[src/rtl/p2fla_pkg.sv]
package p2fla_pkg;

  localparam int AddrBits     = 16;
  localparam int CarveLog2    = 13;
  localparam int MinClassLog2 = 3;
  localparam int HeaderBytes  = 8;

  localparam int SIZE_W      = AddrBits + 1;
  localparam int HEAP_W      = AddrBits + 1;
  localparam int LINK_W      = AddrBits + 1;
  localparam int SUM_W       = AddrBits + 2;
  localparam int SLOT_W      = AddrBits - 3;
  localparam int SLOT_COUNT  = 2 ** SLOT_W;
  localparam int CLASS_W     = 5;
  localparam int CLASS_COUNT = AddrBits - MinClassLog2 + 1;
  localparam int IDX_W       = $clog2(CLASS_COUNT);
  localparam int CNT_W       = CarveLog2 - MinClassLog2 + 1;
  localparam int HEAP_BASE   = 8;
  localparam int HEAP_END_RESET = 2 ** AddrBits;

  typedef enum logic [1:0] {
    OP_ALLOC   = 2'd0,
    OP_FREE    = 2'd1,
    OP_REALLOC = 2'd2,
    OP_NONE    = 2'd3
  } op_t;

  typedef enum logic [2:0] {
    S_IDLE,
    S_DECODE,
    S_OLD,
    S_ALLOC,
    S_POP,
    S_CARVE,
    S_AFTER,
    S_PUSH_DONE
  } state_t;

  typedef struct packed {
    logic load;
    logic rd_class;
    logic rd_next;
    logic pop;
    logic carve_start;
    logic carve_step;
    logic push;
    logic set_ptr;
    logic set_err;
    logic emit;
  } cmd_t;

  typedef struct packed {
    op_t  op;
    logic ptr_null;
    logic req_zero;
    logic class_over;
    logic head_valid;
    logic carve_fail;
    logic multi;
    logic last;
    logic old_valid;
    logic old_fits;
  } sts_t;

  // Smallest class c >= MinClassLog2 with 2^c >= size (size nonzero).
  function automatic logic [CLASS_W-1:0] class_of(input logic [SIZE_W-1:0] size);
    logic [SIZE_W-1:0]  m;
    logic [CLASS_W-1:0] c;
    m = size - SIZE_W'(1);
    c = CLASS_W'(MinClassLog2);
    for (int i = 0; i < SIZE_W; i++) begin
      if (m[i] && (CLASS_W'(i + 1) > c)) c = CLASS_W'(i + 1);
    end
    return c;
  endfunction

endpackage

[src/rtl/p2fla_ctrl.sv]
module p2fla_ctrl (
  input  logic              clk,
  input  logic              rst_n,
  input  logic              in_valid,
  output logic              in_ready,
  output logic              out_valid,
  input  logic              out_ready,
  input  p2fla_pkg::sts_t   sts,
  output p2fla_pkg::cmd_t   cmd
);

  p2fla_pkg::state_t state_r, state_nxt;
  logic              out_valid_r, out_valid_nxt;
  logic              mov;

  always_ff @(posedge clk) begin
    if (!rst_n) begin
      state_r     <= p2fla_pkg::S_IDLE;
      out_valid_r <= 1'b0;
    end else begin
      state_r     <= state_nxt;
      out_valid_r <= out_valid_nxt;
    end
  end

  // A moving reallocate must hand the old block back after a good allocate.
  assign mov = (sts.op == p2fla_pkg::OP_REALLOC) && !sts.ptr_null;

  always_comb begin
    state_nxt = state_r;
    cmd       = '0;
    in_ready  = 1'b0;
    unique case (state_r)
      p2fla_pkg::S_IDLE: begin
        in_ready = 1'b1;
        if (in_valid) begin
          cmd.load  = 1'b1;
          state_nxt = p2fla_pkg::S_DECODE;
        end
      end
      p2fla_pkg::S_DECODE: begin
        unique case (sts.op)
          p2fla_pkg::OP_ALLOC: state_nxt = p2fla_pkg::S_ALLOC;
          p2fla_pkg::OP_NONE:  state_nxt = p2fla_pkg::S_AFTER;
          default: begin
            if (sts.ptr_null) begin
              state_nxt = (sts.op == p2fla_pkg::OP_REALLOC) ? p2fla_pkg::S_ALLOC
                                                            : p2fla_pkg::S_AFTER;
            end else begin
              cmd.rd_class = 1'b1;
              state_nxt    = p2fla_pkg::S_OLD;
            end
          end
        endcase
      end
      p2fla_pkg::S_OLD: begin
        if (sts.op == p2fla_pkg::OP_FREE || sts.req_zero) begin
          state_nxt = sts.old_valid ? p2fla_pkg::S_PUSH_DONE : p2fla_pkg::S_AFTER;
        end else if (sts.old_valid && sts.old_fits) begin
          cmd.set_ptr = 1'b1;
          state_nxt   = p2fla_pkg::S_AFTER;
        end else begin
          state_nxt = p2fla_pkg::S_ALLOC;
        end
      end
      p2fla_pkg::S_ALLOC: begin
        if (sts.req_zero) begin
          state_nxt = p2fla_pkg::S_AFTER;
        end else if (sts.class_over) begin
          cmd.set_err = 1'b1;
          state_nxt   = p2fla_pkg::S_AFTER;
        end else if (sts.head_valid) begin
          cmd.rd_next = 1'b1;
          state_nxt   = p2fla_pkg::S_POP;
        end else if (sts.carve_fail) begin
          cmd.set_err = 1'b1;
          state_nxt   = p2fla_pkg::S_AFTER;
        end else begin
          cmd.carve_start = 1'b1;
          state_nxt = sts.multi ? p2fla_pkg::S_CARVE : p2fla_pkg::S_PUSH_DONE;
          if (!sts.multi && !(mov && sts.old_valid)) state_nxt = p2fla_pkg::S_AFTER;
        end
      end
      p2fla_pkg::S_POP: begin
        cmd.pop   = 1'b1;
        state_nxt = (mov && sts.old_valid) ? p2fla_pkg::S_PUSH_DONE : p2fla_pkg::S_AFTER;
      end
      p2fla_pkg::S_CARVE: begin
        cmd.carve_step = 1'b1;
        if (sts.last) begin
          state_nxt = (mov && sts.old_valid) ? p2fla_pkg::S_PUSH_DONE : p2fla_pkg::S_AFTER;
        end
      end
      p2fla_pkg::S_PUSH_DONE: begin
        cmd.push  = 1'b1;
        state_nxt = p2fla_pkg::S_AFTER;
      end
      p2fla_pkg::S_AFTER: begin
        if (!out_valid_r || out_ready) begin
          cmd.emit  = 1'b1;
          state_nxt = p2fla_pkg::S_IDLE;
        end
      end
      default: state_nxt = p2fla_pkg::S_IDLE;
    endcase
  end

  always_comb begin
    if (cmd.emit) out_valid_nxt = 1'b1;
    else if (out_ready) out_valid_nxt = 1'b0;
    else out_valid_nxt = out_valid_r;
  end

  assign out_valid = out_valid_r;

endmodule

[config.mk]
export PLATFORM = sky130hd
export DESIGN_NAME = p2fla_ctrl
export DESIGN_NICKNAME = d
export VERILOG_FILES = /design/src/rtl/p2fla_pkg.sv /design/src/rtl/p2fla_ctrl.sv
export SDC_FILE = /design/constraint.sdc
export NUM_CORES = 1
export LEC_CHECK = 0
export BUFFER_PORTS_ARGS = -buffer_cell sky130_fd_sc_hd__clkbuf_2
export CAP_MARGIN = 20
export CORE_AREA = 2 2 39 41
export CTS_CLUSTER_SIZE = 10
export DETAILED_ROUTE_END_ITERATION = 10
export DIE_AREA = 0 0 41 43
export GPL_ROUTABILITY_DRIVEN = 0
export PLACE_DENSITY = 0.77
export SETUP_SLACK_MARGIN = 0.05
export SLEW_MARGIN = 30
export SYNTH_ARGS = -nofsm -noshare
export SYNTH_HDL_FRONTEND = slang
export SYNTH_SLANG_ARGS = --single-unit
[constraint.sdc]
create_clock -name clk -period 1.8 [get_ports clk]
set_input_delay 0.54 -clock clk [delete_from_list [all_inputs] [get_ports clk]]
set_output_delay 0.54 -clock clk [all_outputs]
set_load 0.05 [all_outputs]
==> out/metrics.yaml, run 1 <==
setup_path:
  crit_buf_inv: 3
  start_kind: "primary input"
  cp_max_fo: 2
  end_kind: "output pin"
  cp_top_family: "simple AND/OR/NAND/NOR gates"
  cp_data_arrival_time_ps: 1530
  cpPeakStageDelay_ps: 390
  crit_chain: "clkbuf_16 > inv_12 > ha_4 > or3_4 > nor3_4 > buf_8"
  cp.required_ps: 1260
  critPathSlowestCell: "or3_4"
  path_class: "in -> out"
routing:
  drtIter0Drc: 20
  vias: 689
  drt_pass1_iterations: 4
  vias_per_cell: 5.341
  drc: 0
  wire_per_inst_um: 14.24
  ant_nets: 0
  drt-total-wl_um: 1837
power_and_ir_drop:
  intPower_mw: 0.7245
  p_sw_frac: 0.4824
  peakVddDrop_mv: 0.5489
  cellPowerDensity_nw_per_um2: 1246
  seqPwrFrac: 0.148
  total_power_mw: 1.400
  p_clk_frac: 0.084
  combinationalPowerShare: 0.768
  p_switching_mw: 0.6752
  power.leakage_nw: 0.4922
timing:
  hold_viol_final: 0
  fin_crit_ps: 2069
  max_freq_mhz: 483.4
  finalSetupViolations: 8
  worstMarginPinSlew_ps: 330.5
  skew_ps: 7.498
  final.period_utilization: 1.149
  rsz0062_at_grt: "yes"
  maxSlewHeadroom: 0.7769
  setup_ws_ps: -268.6
  report.final.slew_viol_count: 0
placement:
  io_buffers: 26
  dp_hpwl_um: 1214
yosys:
  synth_top_area_share: 0.1485
  synth.distinct_cells: 30
  synthesis.nets: 89
  synth_area_leaders: "dfxtp_1 15%, ha_1 9.3%, inv_1 6.3%"
  yosys.area.top_type: "dfxtp_1"
  synthCells: 70
  avgSynthCellArea_um2: 7.704
  ys_seq_area_frac: 0.1485
  syn-cell-area_um2: 539.3
  yosys_warnings: 0
  synth-seq-cells: 4
global_route:
  grt_usage: 0.2369
  overflow: 0
  grt_max_degree: 9
  grt_pass1_wl_um: 2884
  grt_pass1_vias: 709
  antenna_found_initial: 0
clocking:
  cts_max_level: 1
  root_buffer: "clkbuf_4"
  clock_latency_ps: 240
  cts_hold_buf: 0
  cts_sinks: 4
  clk_path_buf_depth: 2
  cts.reportedPaths.clkPinSlew_ps: 40
  cts-buffers-inserted: 3
  cts_tree: "built"
floorplanning:
  die_h_um: 43
  ios: 27
  initial_core_util: 0.3897
  dieArea_um2: 1763
  die_x_um: 41
  rows: 14
  coreArea_um2: 1384
outcome:
  status: "complete, but fails checks"
  violations: "negative setup slack"
flow_run:
  max-cap-violations: 0
cells_and_area:
  nNetsFinal: 134
  drive_gt1_frac: 0.6460
  diodes: 0
  layout_common_cells: "15 x buf_4, 12 x clkbuf_2, 7 x inv_1, 6 x nor2_1, 5 x clkbuf_8"
  final_util: 0.8119
  area_growth_syn_to_layout_pct: 108.4
  final_common_cell: "buf_4"
  fill_cells: 87
min_path:
  hp-class: "in -> reg"
-- power by group through the flow --
stage                     Sequential [mW]  Clock (mW)  Combinational, mW
after floorplan                     0.161           0              0.655
after global placement              0.188           0              0.811
after detailed placement            0.191           0              0.825
after CTS                           0.204       0.116               1.04
after global routing                0.212       0.123               1.12
final                               0.207       0.118               1.07
-- synthesized netlist by cell type, drive strengths merged --
cell type / n
or3: 3
nor3b: 1
o311ai: 1
a31oi: 4
nor4: 2
ha: 4
or2b: 1
mux2: 1
o21ai: 5
buf: 4
nand3b: 1
nand2: 4
a2111oi: 1
and2: 1
nand4bb: 1
and2b: 1
nand2b: 2
nor2: 9
nor3: 6
o22ai: 1
a21oi: 3
nand3: 1
inv: 9
dfxtp: 4
-- metal layers --
layer  up-vias  track usage  part of all wire
li1        335            -                 -
met1       306       0.2540              0.37
met2        41       0.4344              0.54
met3         7     0.005236             0.067
met4         0       0.1133             0.027
met5         -            0                 0
-- path summary, 6_finish.rpt --
path / startpoint / endpoint / slack, ps / cells after the start
min: rst_n / state_r[0] / 560 / 3
min reg2reg: state_r[0] / state_r[1] / 680 / 2
max reg2reg: state_r[2] / state_r[0] / 360 / 5
max: sts[10] / cmd[2] / -270 / 6
-- state kept, by name, indices dropped and copies added, names as in the netlist --
register	flops
out_valid	1
state_r	3
-- per-stage QoR --
stage	std cells	hold WS, ps	setup TNS, ps	setup slack, ps	area [um2]
floorplan	70	568.6	-660.2	-234.5	664.4
global placement	121	627.3	-1301	-411.5	910.9
detailed placement	121	666.2	-1431	-429.7	910.9
CTS	129	554.8	-888.0	-281.5	1109
global route	129	556.8	-1378	-292.0	1124
finish	129	556.0	-1035	-268.6	1124
-- tightest hold or removal path, cell delays in order --
cell and delay [ps]:
clkbuf_2 90, o21ai_0 70, a31oi_1 50
-- final cells by class --
cell class / count / area, um2 / area share
Multi-Input combinational cell: 53 / 500.5 / 0.4454
Timing Repair Buffer: 44 / 441.7 / 0.3931
Sequential cell: 4 / 87.58 / 0.07795
Inverter: 9 / 51.30 / 0.04566
Clock buffer: 3 / 22.52 / 0.02004
Tap cell: 16 / 20.02 / 0.01782
-- cells by family after synthesis --
logic type | share of synthesized area
buffers and inverters | 0.1392
muxes | 0.02088
AOI/OAI and AO/OA | 0.1879
DFF | 0.1485
and+or+nand+nor | 0.4107
adders and majority gates | 0.09281
-- timing repair --
action	4_1_cts	5_1_grt
endpoints found under the setup margin	12	11
resized for setup	30	7
pin swaps	3	4
setup buffers	5	0
(Power assumes the default switching activity.)
==> run 2, diff against run 1 <==
Settings changed: ABC_CLOCK_PERIOD_IN_PS from default to 1800, SKIP_CTS_REPAIR_TIMING from default to 1.
==> out/metrics.yaml, run 2 (same netlist as run 1, synthesis figures left out) <==
power_and_ir_drop:
  peakVddDrop_mv: 0.5551
  total_power_mw: 1.240
  cellPowerDensity_nw_per_um2: 1204
  power.leakage_nw: 0.4519
timing:
  worstMarginPinSlew_ps: 336.1
  report.final.slew_viol_count: 0
  skew_ps: 5.319
  rsz0062_at_grt: "yes"
  hold_viol_final: 0
  fin_tns_setup_ps: -876.9
  fin_hold_ws_ps: 559.1
  fin_crit_ps: 2038
  setup_ws_ps: -238.0
  max_freq_mhz: 490.7
  finalSetupViolations: 8
  final.period_utilization: 1.132
  maxSlewHeadroom: 0.7731
floorplanning:
  initial_core_util: 0.3897
  rows: 14
  ios: 27
  die_x_um: 41
  die_h_um: 43
  dieArea_um2: 1763
  coreArea_um2: 1384
setup_path:
  cpPeakStageDelay_ps: 390
  cp_max_fo: 2
  path_class: "in -> out"
  crit_chain: "buf_12 > inv_12 > ha_4 > or3_4 > nor3_4 > buf_6"
  start_kind: "primary input"
  end_kind: "output pin"
  cp.required_ps: 1260
  cp_data_arrival_time_ps: 1500
  critPathSlowestCell: "or3_4"
cells_and_area:
  area_growth_syn_to_layout_pct: 90.95
  layout_common_cells: "12 x clkbuf_2, 11 x buf_4, 8 x buf_6, 7 x inv_1, 7 x clkbuf_4"
  nNetsFinal: 130
  largest_reg_flops: 3
  drive_gt1_frac: 0.6330
  largest_register: "state_r"
  final_common_cell: "clkbuf_2"
  diodes: 0
  final_util: 0.7441
global_route:
  overflow: 0
  grt_max_degree: 11
  grt_usage: 0.2020
  antenna_found_initial: 0
  grt_pass1_wl_um: 2497
  grt_pass1_vias: 637
routing:
  vias: 668
  vias_per_cell: 5.344
  ant_nets: 0
  wire_per_inst_um: 12.28
  top_layer_used: "met4"
  drt-total-wl_um: 1535
  drt_pass1_iterations: 4
  wl_met2_um: 828
  drtIter0Drc: 21
  drc: 0
  met1_length_um: 567
  wl_met3_um: 72
outcome:
  violations: "negative setup slack"
  status: "complete, but fails checks"
min_path:
  hp-class: "in -> reg"
clocking:
  root_buffer: "clkbuf_4"
  cts-buffers-inserted: 3
  cts_tree: "built"
  clk_path_buf_depth: 2
  cts_max_level: 1
  clock_latency_ps: 240
  cts.reportedPaths.clkPinSlew_ps: 30
  cts_sinks: 4
flow_run:
  max-cap-violations: 0
placement:
  dp_hpwl_um: 1214
  dp_slack_ps: -429.7
  io_buffers: 26
run 2: report_power, final:
group          leakage, nW  total, mW  switching (mW)  internal [mW]
sequential          0.0335      0.197          0.0676          0.129
combinational        0.405      0.928           0.521          0.407
clock               0.0138      0.115          0.0403         0.0748
total                0.452       1.24           0.629          0.611
run 2: layout make-up:
cell class	instances	area, um2
Clock buffer	3	22.52
Fill cell	109	354.1
Inverter	9	51.30
Multi-Input combinational cell	53	495.5
Sequential cell	4	82.58
Tap cell	16	20.02
Timing Repair Buffer	40	357.8
run 2: path summary, 6_finish.rpt:
check | startpoint | end | slack [ps] | depth (start not counted)
setup / recovery | sts[10] | cmd[2] | -240 | 6
hold / removal | rst_n | state_r[0] | 560 | 3
setup reg to reg | state_r[2] | state_r[2] | 410 | 6
hold reg to reg | out_valid | out_valid | 670 | 3
run 2: per-layer routing:
layer / global-route usage / vias up
met3: 0.005236 / 13
met5: 0 / -
li1: - / 323
met1: 0.2258 / 298
met2: 0.3531 / 34
met4: 0.1133 / 0
run 2: worst max-delay path: cells and delay by family:
family / cells / cell delay [ps]
adders and majority gates: 1 / 140
buffers and inverters: 3 / 300
and+or+nand+nor: 2 / 520
run 2: metrics by stage:
stage | cell area [um2] | std cells
after global placement | 910.9 | 121
after detailed placement | 910.9 | 121
after CTS | 933.4 | 124
after floorplan | 664.4 | 70
after global routing | 1030 | 125
final | 1030 | 125
